`src/lkvc_pkg.sv`:
```
`default_nettype none

package lkvc_pkg;

  localparam int unsigned MAX_ENTRIES = 16;
  localparam int unsigned KEY_BITS    = 32;
  localparam int unsigned VALUE_BITS  = 32;
  localparam int unsigned IDX_BITS    = $clog2(MAX_ENTRIES);
  localparam int unsigned RANK_BITS   = IDX_BITS;
  localparam int unsigned CNT_BITS    = $clog2(MAX_ENTRIES + 1);
  localparam int unsigned CAP_BITS    = 5;

  localparam logic [CAP_BITS-1:0] CAP_RESET = CAP_BITS'(MAX_ENTRIES);

  typedef enum logic {
    OP_GET = 1'b0,
    OP_PUT = 1'b1
  } op_t;

  typedef logic signed [KEY_BITS-1:0]   key_t;
  typedef logic signed [VALUE_BITS-1:0] value_t;

endpackage

`default_nettype wire

```
`src/lkvc_ifs.sv`:
```
`default_nettype none

interface lkvc_req_if;
  logic            valid;
  logic            ready;
  lkvc_pkg::op_t   op;
  lkvc_pkg::key_t  key;
  lkvc_pkg::value_t value_in;

  modport source (output valid, output op, output key, output value_in, input ready);
  modport sink   (input valid, input op, input key, input value_in, output ready);
endinterface

interface lkvc_rsp_if;
  logic             valid;
  logic             ready;
  logic             hit;
  lkvc_pkg::value_t value_out;
  logic             evicted;
  lkvc_pkg::key_t   evicted_key;

  modport source (output valid, output hit, output value_out, output evicted,
                  output evicted_key, input ready);
  modport sink   (input valid, input hit, input value_out, input evicted,
                  input evicted_key, output ready);
endinterface

interface lkvc_cfg_if;
  logic                              valid;
  logic                              ready;
  logic [lkvc_pkg::CAP_BITS-1:0]     data;

  modport source (output valid, output data, input ready);
  modport sink   (input valid, input data, output ready);
endinterface

`default_nettype wire

```
`src/lru_key_value_cache.sv`:
```
`default_nettype none

// Fully associative key-value cache with least-recently-used replacement,
// 16 entries. Each request beat (get or put) gives exactly one response beat,
// in order. A request is registered, then looked up and applied by a parallel
// compare of all keys and a per-entry rank update, and the response is
// registered: one request per cycle sustained while rsp.ready holds. The
// capacity register (reset 16, 0 acts as 1, above 16 acts as 16) should only
// be written while no request is in flight.

module lru_key_value_cache (
  input  wire               clk,
  input  wire               rst,
  lkvc_req_if.sink          req,
  lkvc_rsp_if.source        rsp,
  lkvc_cfg_if.sink          cfg
);

  localparam int unsigned N  = lkvc_pkg::MAX_ENTRIES;
  localparam int unsigned IW = lkvc_pkg::IDX_BITS;
  localparam int unsigned RW = lkvc_pkg::RANK_BITS;
  localparam int unsigned CW = lkvc_pkg::CNT_BITS;
  localparam int unsigned PW = lkvc_pkg::CAP_BITS;

  // configuration
  logic [PW-1:0] capacity;

  // request register
  logic              s1_valid;
  lkvc_pkg::op_t     s1_op;
  lkvc_pkg::key_t    s1_key;
  lkvc_pkg::value_t  s1_value;

  // store
  lkvc_pkg::key_t    entry_keys   [N];
  lkvc_pkg::value_t  entry_values [N];
  logic [N-1:0]      entry_valid;
  logic [RW-1:0]     recency_rank [N];
  logic [CW-1:0]     entry_count;

  // response register
  logic              out_valid;
  logic              out_hit;
  lkvc_pkg::value_t  out_value;
  logic              out_evicted;
  lkvc_pkg::key_t    out_evicted_key;

  logic              s1_fire;
  logic              in_fire;
  logic [N-1:0]      match;
  logic              hit_any;
  logic [IW-1:0]     found_idx;
  logic [IW-1:0]     victim_idx;
  logic [IW-1:0]     free_idx;
  logic [IW-1:0]     slot_idx;
  logic [CW-1:0]     eff_cap;
  logic [CW-1:0]     cnt_m1;
  logic              is_put;
  logic              evict;
  logic              insert;
  logic [RW-1:0]     hit_rank;
  logic [RW-1:0]     recency_rank_next [N];
  logic [N-1:0]      entry_valid_next;
  logic [CW-1:0]     entry_count_next;

  assign s1_fire = s1_valid && (!out_valid || rsp.ready);
  assign req.ready = !s1_valid || s1_fire;
  assign in_fire = req.valid && req.ready;
  assign cfg.ready = 1'b1;

  assign rsp.valid       = out_valid;
  assign rsp.hit         = out_hit;
  assign rsp.value_out   = out_value;
  assign rsp.evicted     = out_evicted;
  assign rsp.evicted_key = out_evicted_key;

  always_comb begin
    if (capacity == '0) begin
      eff_cap = CW'(1);
    end else if ({{(CW > PW ? CW - PW : 0){1'b0}}, capacity} > CW'(N)) begin
      eff_cap = CW'(N);
    end else begin
      eff_cap = CW'(capacity);
    end
  end

  assign cnt_m1 = entry_count - CW'(1);
  assign is_put = (s1_op == lkvc_pkg::OP_PUT);

  always_comb begin
    found_idx  = '0;
    victim_idx = '0;
    free_idx   = '0;
    hit_rank   = '0;
    for (int i = 0; i < N; i++) begin
      match[i] = entry_valid[i] && (entry_keys[i] == s1_key);
      if (match[i]) begin
        found_idx = found_idx | IW'(i);
        hit_rank  = hit_rank | recency_rank[i];
      end
      if (entry_valid[i] && (CW'(recency_rank[i]) == cnt_m1)) begin
        victim_idx = victim_idx | IW'(i);
      end
    end
    for (int i = N - 1; i >= 0; i--) begin
      if (!entry_valid[i]) begin
        free_idx = IW'(i);
      end
    end
  end

  assign hit_any  = |match;
  assign evict    = is_put && !hit_any && (entry_count >= eff_cap) && (entry_count != '0);
  assign insert   = is_put && !hit_any;
  assign slot_idx = evict ? victim_idx : free_idx;

  always_comb begin
    entry_valid_next = entry_valid;
    entry_count_next = entry_count;
    for (int i = 0; i < N; i++) begin
      recency_rank_next[i] = recency_rank[i];
    end
    if (hit_any) begin
      for (int i = 0; i < N; i++) begin
        if (match[i]) begin
          recency_rank_next[i] = '0;
        end else if (entry_valid[i] && (recency_rank[i] < hit_rank)) begin
          recency_rank_next[i] = recency_rank[i] + RW'(1);
        end
      end
    end else if (insert) begin
      for (int i = 0; i < N; i++) begin
        if (IW'(i) == slot_idx) begin
          recency_rank_next[i] = '0;
        end else if (entry_valid[i]) begin
          recency_rank_next[i] = recency_rank[i] + RW'(1);
        end
      end
      entry_valid_next[slot_idx] = 1'b1;
      if (!evict) begin
        entry_count_next = entry_count + CW'(1);
      end
    end
  end

  always_ff @(posedge clk) begin
    if (rst) begin
      capacity    <= lkvc_pkg::CAP_RESET;
      s1_valid    <= 1'b0;
      out_valid   <= 1'b0;
      entry_valid <= '0;
      entry_count <= '0;
      for (int i = 0; i < N; i++) begin
        recency_rank[i] <= '0;
      end
    end else begin
      if (cfg.valid) begin
        capacity <= cfg.data;
      end
      if (in_fire) begin
        s1_valid <= 1'b1;
      end else if (s1_fire) begin
        s1_valid <= 1'b0;
      end
      if (s1_fire) begin
        out_valid <= 1'b1;
      end else if (rsp.ready) begin
        out_valid <= 1'b0;
      end
      if (s1_fire) begin
        entry_valid <= entry_valid_next;
        entry_count <= entry_count_next;
        for (int i = 0; i < N; i++) begin
          recency_rank[i] <= recency_rank_next[i];
        end
      end
    end
  end

  always_ff @(posedge clk) begin
    if (in_fire) begin
      s1_op    <= req.op;
      s1_key   <= req.key;
      s1_value <= req.value_in;
    end
    if (s1_fire) begin
      out_hit         <= hit_any;
      out_value       <= (hit_any && !is_put) ? entry_values[found_idx] : '1;
      out_evicted     <= evict;
      out_evicted_key <= evict ? entry_keys[victim_idx] : '0;
      if (hit_any && is_put) begin
        entry_values[found_idx] <= s1_value;
      end else if (insert) begin
        entry_keys[slot_idx]   <= s1_key;
        entry_values[slot_idx] <= s1_value;
      end
    end
  end

  a_count_matches_valid: assert property (@(posedge clk) disable iff (rst)
    $countones(entry_valid) == 32'(entry_count))
    else $error("entry count differs from number of valid entries");

  a_single_match: assert property (@(posedge clk) disable iff (rst)
    s1_valid |-> $onehot0(match))
    else $error("key stored in more than one entry");

  a_evict_keeps_count: assert property (@(posedge clk) disable iff (rst)
    (s1_fire && evict) |=> (entry_count == $past(entry_count)))
    else $error("eviction changed entry count");

  a_hit_not_evicted: assert property (@(posedge clk) disable iff (rst)
    out_valid |-> !(out_hit && out_evicted))
    else $error("response both hit and evicted");

endmodule

`default_nettype wire

```
`src/flat_wrapper.sv`:
```
// flat-port wrapper written by rule: the top's interface ports become plain ports
module lru_key_value_cache_flat 
  (clk, rst, req_valid, req_op, req_key, req_value_in, req_ready, rsp_valid, rsp_hit, rsp_value_out, rsp_evicted, rsp_evicted_key, rsp_ready, cfg_valid, cfg_data, cfg_ready);
  lkvc_req_if req_i ();
  lkvc_rsp_if rsp_i ();
  lkvc_cfg_if cfg_i ();
  input  wire clk;
  input  wire rst;
  input wire logic [$bits(req_i.valid)-1:0] req_valid;
  input wire logic [$bits(req_i.op)-1:0] req_op;
  input wire logic [$bits(req_i.key)-1:0] req_key;
  input wire logic [$bits(req_i.value_in)-1:0] req_value_in;
  output wire logic [$bits(req_i.ready)-1:0] req_ready;
  output wire logic [$bits(rsp_i.valid)-1:0] rsp_valid;
  output wire logic [$bits(rsp_i.hit)-1:0] rsp_hit;
  output wire logic [$bits(rsp_i.value_out)-1:0] rsp_value_out;
  output wire logic [$bits(rsp_i.evicted)-1:0] rsp_evicted;
  output wire logic [$bits(rsp_i.evicted_key)-1:0] rsp_evicted_key;
  input wire logic [$bits(rsp_i.ready)-1:0] rsp_ready;
  input wire logic [$bits(cfg_i.valid)-1:0] cfg_valid;
  input wire logic [$bits(cfg_i.data)-1:0] cfg_data;
  output wire logic [$bits(cfg_i.ready)-1:0] cfg_ready;
  assign req_i.valid = req_valid;
  assign req_i.op = req_op;
  assign req_i.key = req_key;
  assign req_i.value_in = req_value_in;
  assign req_ready = req_i.ready;
  assign rsp_valid = rsp_i.valid;
  assign rsp_hit = rsp_i.hit;
  assign rsp_value_out = rsp_i.value_out;
  assign rsp_evicted = rsp_i.evicted;
  assign rsp_evicted_key = rsp_i.evicted_key;
  assign rsp_i.ready = rsp_ready;
  assign cfg_i.valid = cfg_valid;
  assign cfg_i.data = cfg_data;
  assign cfg_ready = cfg_i.ready;
  lru_key_value_cache u_core (.clk(clk), .rst(rst), .req(req_i), .rsp(rsp_i), .cfg(cfg_i));
endmodule
```
`config.mk`:
```
export PLATFORM = sky130hd
export DESIGN_NAME = lru_key_value_cache_flat
export DESIGN_NICKNAME = d
export VERILOG_FILES = /design/src/lkvc_pkg.sv /design/src/lkvc_ifs.sv /design/src/lru_key_value_cache.sv /design/src/flat_wrapper.sv
export SDC_FILE = /design/constraint.sdc
export NUM_CORES = 2
export LEC_CHECK = 0
export ABC_AREA = 1
export BUFFER_PORTS_ARGS = -buffer_cell sky130_fd_sc_hd__buf_4
export CORE_UTILIZATION = 43
export DETAILED_ROUTE_END_ITERATION = 7
export GPL_ROUTABILITY_DRIVEN = 0
export SYNTH_ARGS = -nofsm -noshare
export SYNTH_HDL_FRONTEND = slang
export SYNTH_SLANG_ARGS = --single-unit
```
`constraint.sdc`:
```
create_clock -name clk -period 9.7 [get_ports clk]
set_clock_uncertainty 0.2 [all_clocks]
set_input_delay 1.94 -clock clk [delete_from_list [all_inputs] [get_ports clk]]
set_output_delay 1.94 -clock clk [all_outputs]
set_load 0.01 [all_outputs]
```
==> results.sh <==
export IMPL_crit_fanout=162
export IMPL_drive_above_1_share_pct=7.39
export IMPL_vias_per_cell=5.86
export IMPL_postSynthAreaPerCell_sq_um=9.00
export IMPL_yosysUniqueCellTypes=56
export IMPL_p_sw_w=0.00298
export IMPL_clock_sinks=1247
export IMPL_reg2reg_depth=17
export IMPL_portBuffers=142
export IMPL_grt_ovfl_total=0
export IMPL_end_kind="flip-flop"
export IMPL_post_cts_buffers=0
export IMPL_hold_class="flip-flop to flip-flop"
export IMPL_synth_nets=7354
export IMPL_clkTransAtPathRegs_ns=0.06
export IMPL_antenna_found_initial=5
export IMPL_start_kind="flip-flop"
export IMPL_antennaDiodeCount=0
export IMPL_peakVddDrop_mv=0.189
export IMPL_grt_pass1_wl_um=346000
export IMPL_nNetsFinal=7410
export IMPL_critical_path_arrival_ns=7.65
export IMPL_grt_pass1_vias=51700
export IMPL_p_int_w=0.00915
export IMPL_cp_required_ns=10.02
export IMPL_clkPwrFrac_pct=44.4
export IMPL_die_width_um=390
export IMPL_die_y_um=390
export IMPL_switching_share_pct=24.6
export IMPL_setup_tns_ns=0
export IMPL_final_max_slew_violation_count=0
export IMPL_setup_viol_count_final=0
export IMPL_initial_core_util_pct=43.3
export IMPL_cts_buffer_depth=3
export IMPL_hold_buffers=0
export IMPL_cts_root_buf="clkbuf_16"
export IMPL_post_drt_wl_per_cell_um=25.5
export IMPL_drv_cap=0
export IMPL_tightest_slew_ns=1.21
export IMPL_drtAntennaViolNets=0
export IMPL_finalCriticalPeriod_ns=7.33
export IMPL_synthCells=7207
export IMPL_max_slew_margin_pct=19.6
export IMPL_dp_hpwl_um=162000
export IMPL_fmax_ghz=0.136
export IMPL_area_growth_pct=11.5
export IMPL_p_per_area_nw_per_um2=168
export IMPL_core_sq_um=150000
export IMPL_rows=142
export IMPL_cts_buffers=142
export IMPL_die_area_sq_um=152000
export IMPL_hold_viol_final=0
export IMPL_route_detailed_drc=17
export IMPL_ctsResizeCount=0
export IMPL_wl_um=240000
export IMPL_hold_slack_ns=0.308
export IMPL_ios=144
export IMPL_seqPwrFrac_pct=50.0
export IMPL_yosysWarnings=0
export IMPL_synthArstFlopShare_pct=0
export IMPL_htreeDepth=4
export IMPL_vias=55000
export IMPL_netlist_area_sq_um=64900
export IMPL_gr_usage_all_layers_pct=30.9
export IMPL_leakagePower_nw=28.3
export IMPL_synth_edf_count=1219
export IMPL_status="finished with violations"
export IMPL_grt_max_degree=163
export IMPL_dr_pass1_iters=8
export IMPL_path_class="flip-flop to flip-flop"
export IMPL_fill_cells=13900
export IMPL_violations="DRC"
export IMPL_cts_tree="yes"
export IMPL_final_util_pct=48.3
export IMPL_yosysSeqAreaShare_pct=57.3
export IMPL_rsz0062_at_grt="no"
export IMPL_combPwrFrac_pct=5.6
export IMPL_whs_path_depth=2
export IMPL_ys_ff_latch=1247
export IMPL_period_share_pct=75.5
export IMPL_drt_iter0_drc=8097
export IMPL_synthFlopType="edfxtp_1"
export IMPL_clk_latency_ns=0.83
through the flow:
step	setup WS, ns	std cells	area [sq um]	power, W
2_1_floorplan	3.23	7207	64900	0.00654
4_1_cts	2.72	9392	72300	0.0122
3_3_place_gp	2.83	9135	67700	0.00682
6_report	2.37	9392	72300	0.0121
3_5_place_dp	2.75	9135	67700	0.00683
5_1_grt	2.17	9392	72300	0.0124
synth_stat cells, drive strengths merged (39+ instances only):
cell | number | area [sq um]
nand2 | 2161 | 8140
nand4 | 123 | 769
xnor2 | 103 | 902
clkbuf | 102 | 383
edfxtp | 1219 | 36600
buf | 227 | 1380
o211ai | 127 | 958
inv | 639 | 2410
o21ai | 497 | 2490
o22ai | 39 | 244
nand3b | 43 | 323
a21oi | 247 | 1240
nand3 | 686 | 3450
xor2 | 61 | 542
nor2 | 694 | 2660
ha | 72 | 901
worst paths after layout:
kind / start / endpoint / slack [ns]
setup / recovery: u_core.entry_count[0]$_SDFFE_PP0P_ / u_core.rsp.evicted_key[1]$_SDFFCE_PN0P_ / 2.37
hold / removal: u_core.rsp.valid$_SDFFE_PP0P_ / u_core.rsp.valid$_SDFFE_PP0P_ / 0.31
setup reg to reg: u_core.entry_count[0]$_SDFFE_PP0P_ / u_core.rsp.evicted_key[1]$_SDFFCE_PN0P_ / 2.37
hold reg to reg: u_core.rsp.valid$_SDFFE_PP0P_ / u_core.rsp.valid$_SDFFE_PP0P_ / 0.31
power groups by stage:
| stage | clock network (W) | logic [W] | registers, W |
|---|---|---|---|
| finish | 0.00538 | 0.000684 | 0.00607 |
| global route | 0.00564 | 0.000724 | 0.00607 |
| CTS | 0.00544 | 0.000654 | 0.00607 |
| detailed placement | 0 | 0.000651 | 0.00618 |
| global placement | 0 | 0.000643 | 0.00618 |
| floorplan | 0 | 0.000381 | 0.00615 |
worst max-delay path, stage by stage, from the launching register on:
cell and delay [ns]:
dfxtp_1 0.90, inv_4 0.28, ha_1 0.99, inv_1 0.42, a22oi_1 0.27, nand3_1 0.09, nand3b_1 0.16, nand2_1 0.12
nor2_2 0.05, buf_4 0.24, nand2_8 0.67, buf_12 0.62, buf_4 0.95, nand2_1 0.18, o211ai_1 0.17, nand3_1 0.14
nand3_1 0.29, a21oi_1 0.15
final cells by class:
cell class / count / area (sq um) / share of cell area [%]
sequential: 1247 / 37200 / 51.4
multi-input combinational: 4988 / 23700 / 32.7
clock buffer: 174 / 3710 / 5.13
tap: 2016 / 2520 / 3.49
inverter: 643 / 2440 / 3.37
timing repair buffer: 241 / 1830 / 2.54
clock inverter: 83 / 981 / 1.36
routing by layer:
metal | track usage [%] | wire (um)
met1 | 39.4 | 89700
met4 | 19.5 | 17100
met3 | 5.35 | 24100
met2 | 48.8 | 109000
met5 | 0 | 27
placed cells by master, fill, tap and decap left out, types with 4 or more instances in the layout:
| cell | instances |
|---|---|
| nand3_1 | 681 |
| nor2_1 | 662 |
| nor3b_1 | 9 |
| nor2_2 | 9 |
| nor4_1 | 20 |
| buf_4 | 239 |
| a211oi_1 | 24 |
| clkbuf_8 | 4 |
| dfxtp_1 | 28 |
| or2_1 | 5 |
| nand2_2 | 10 |
| o22ai_1 | 39 |
| clkbuf_16 | 142 |
| a21boi_1 | 5 |
| clkinv_16 | 15 |
| xor2_1 | 60 |
| nor3_1 | 26 |
| clkbuf_1 | 28 |
| clkinv_2 | 29 |
| a21oi_1 | 247 |
| o21ai_1 | 44 |
| xnor2_1 | 103 |
| clkinvlp_4 | 4 |
| inv_2 | 31 |
| nand4_1 | 123 |
| o31ai_1 | 8 |
| nand3b_1 | 43 |
| clkinv_1 | 30 |
| inv_4 | 7 |
| bufinv_16 | 8 |
| nand2_1 | 2149 |
| or2_2 | 9 |
| inv_1 | 598 |
| o21ai_0 | 453 |
| edfxtp_1 | 1219 |
| nor2_4 | 23 |
| and2_1 | 6 |
| o211ai_1 | 126 |
| ha_1 | 72 |
cell families (layout without fill, tap and decap cells):
| logic type | after synthesis | in the layout | synth area share [%] |
|---|---|---|---|
| AOI/OAI and AO/OA | 958 | 958 | 8.16 |
| xor gates and xnor gates | 164 | 164 | 2.23 |
| adders and majority gates | 72 | 72 | 1.39 |
| buffers and inverters | 972 | 1141 | 6.46 |
| DFF | 1247 | 1247 | 57.3 |
| other | 1 | 1 | 0.00578 |
| and+or+nand+nor | 3793 | 3793 | 24.5 |
flip-flops by register name, summed over array words and instances (netlist names):
| register | cells |
|---|---|
| u_core.s1_key | 32 |
| u_core.entry_valid | 16 |
| u_core.rsp.valid | 1 |
| u_core.capacity | 5 |
| u_core.entry_keys | 512 |
| u_core.is_put | 1 |
| u_core.rsp.evicted | 1 |
| u_core.recency_rank | 64 |
| u_core.rsp.value_out | 32 |
| u_core.rsp.evicted_key | 32 |
| u_core.s1_value | 32 |
| u_core.rsp.hit | 1 |
| u_core.s1_valid | 1 |
| u_core.entry_values | 512 |
| u_core.entry_count | 5 |
No activity file was read; power rests on OpenSTA's default activity.
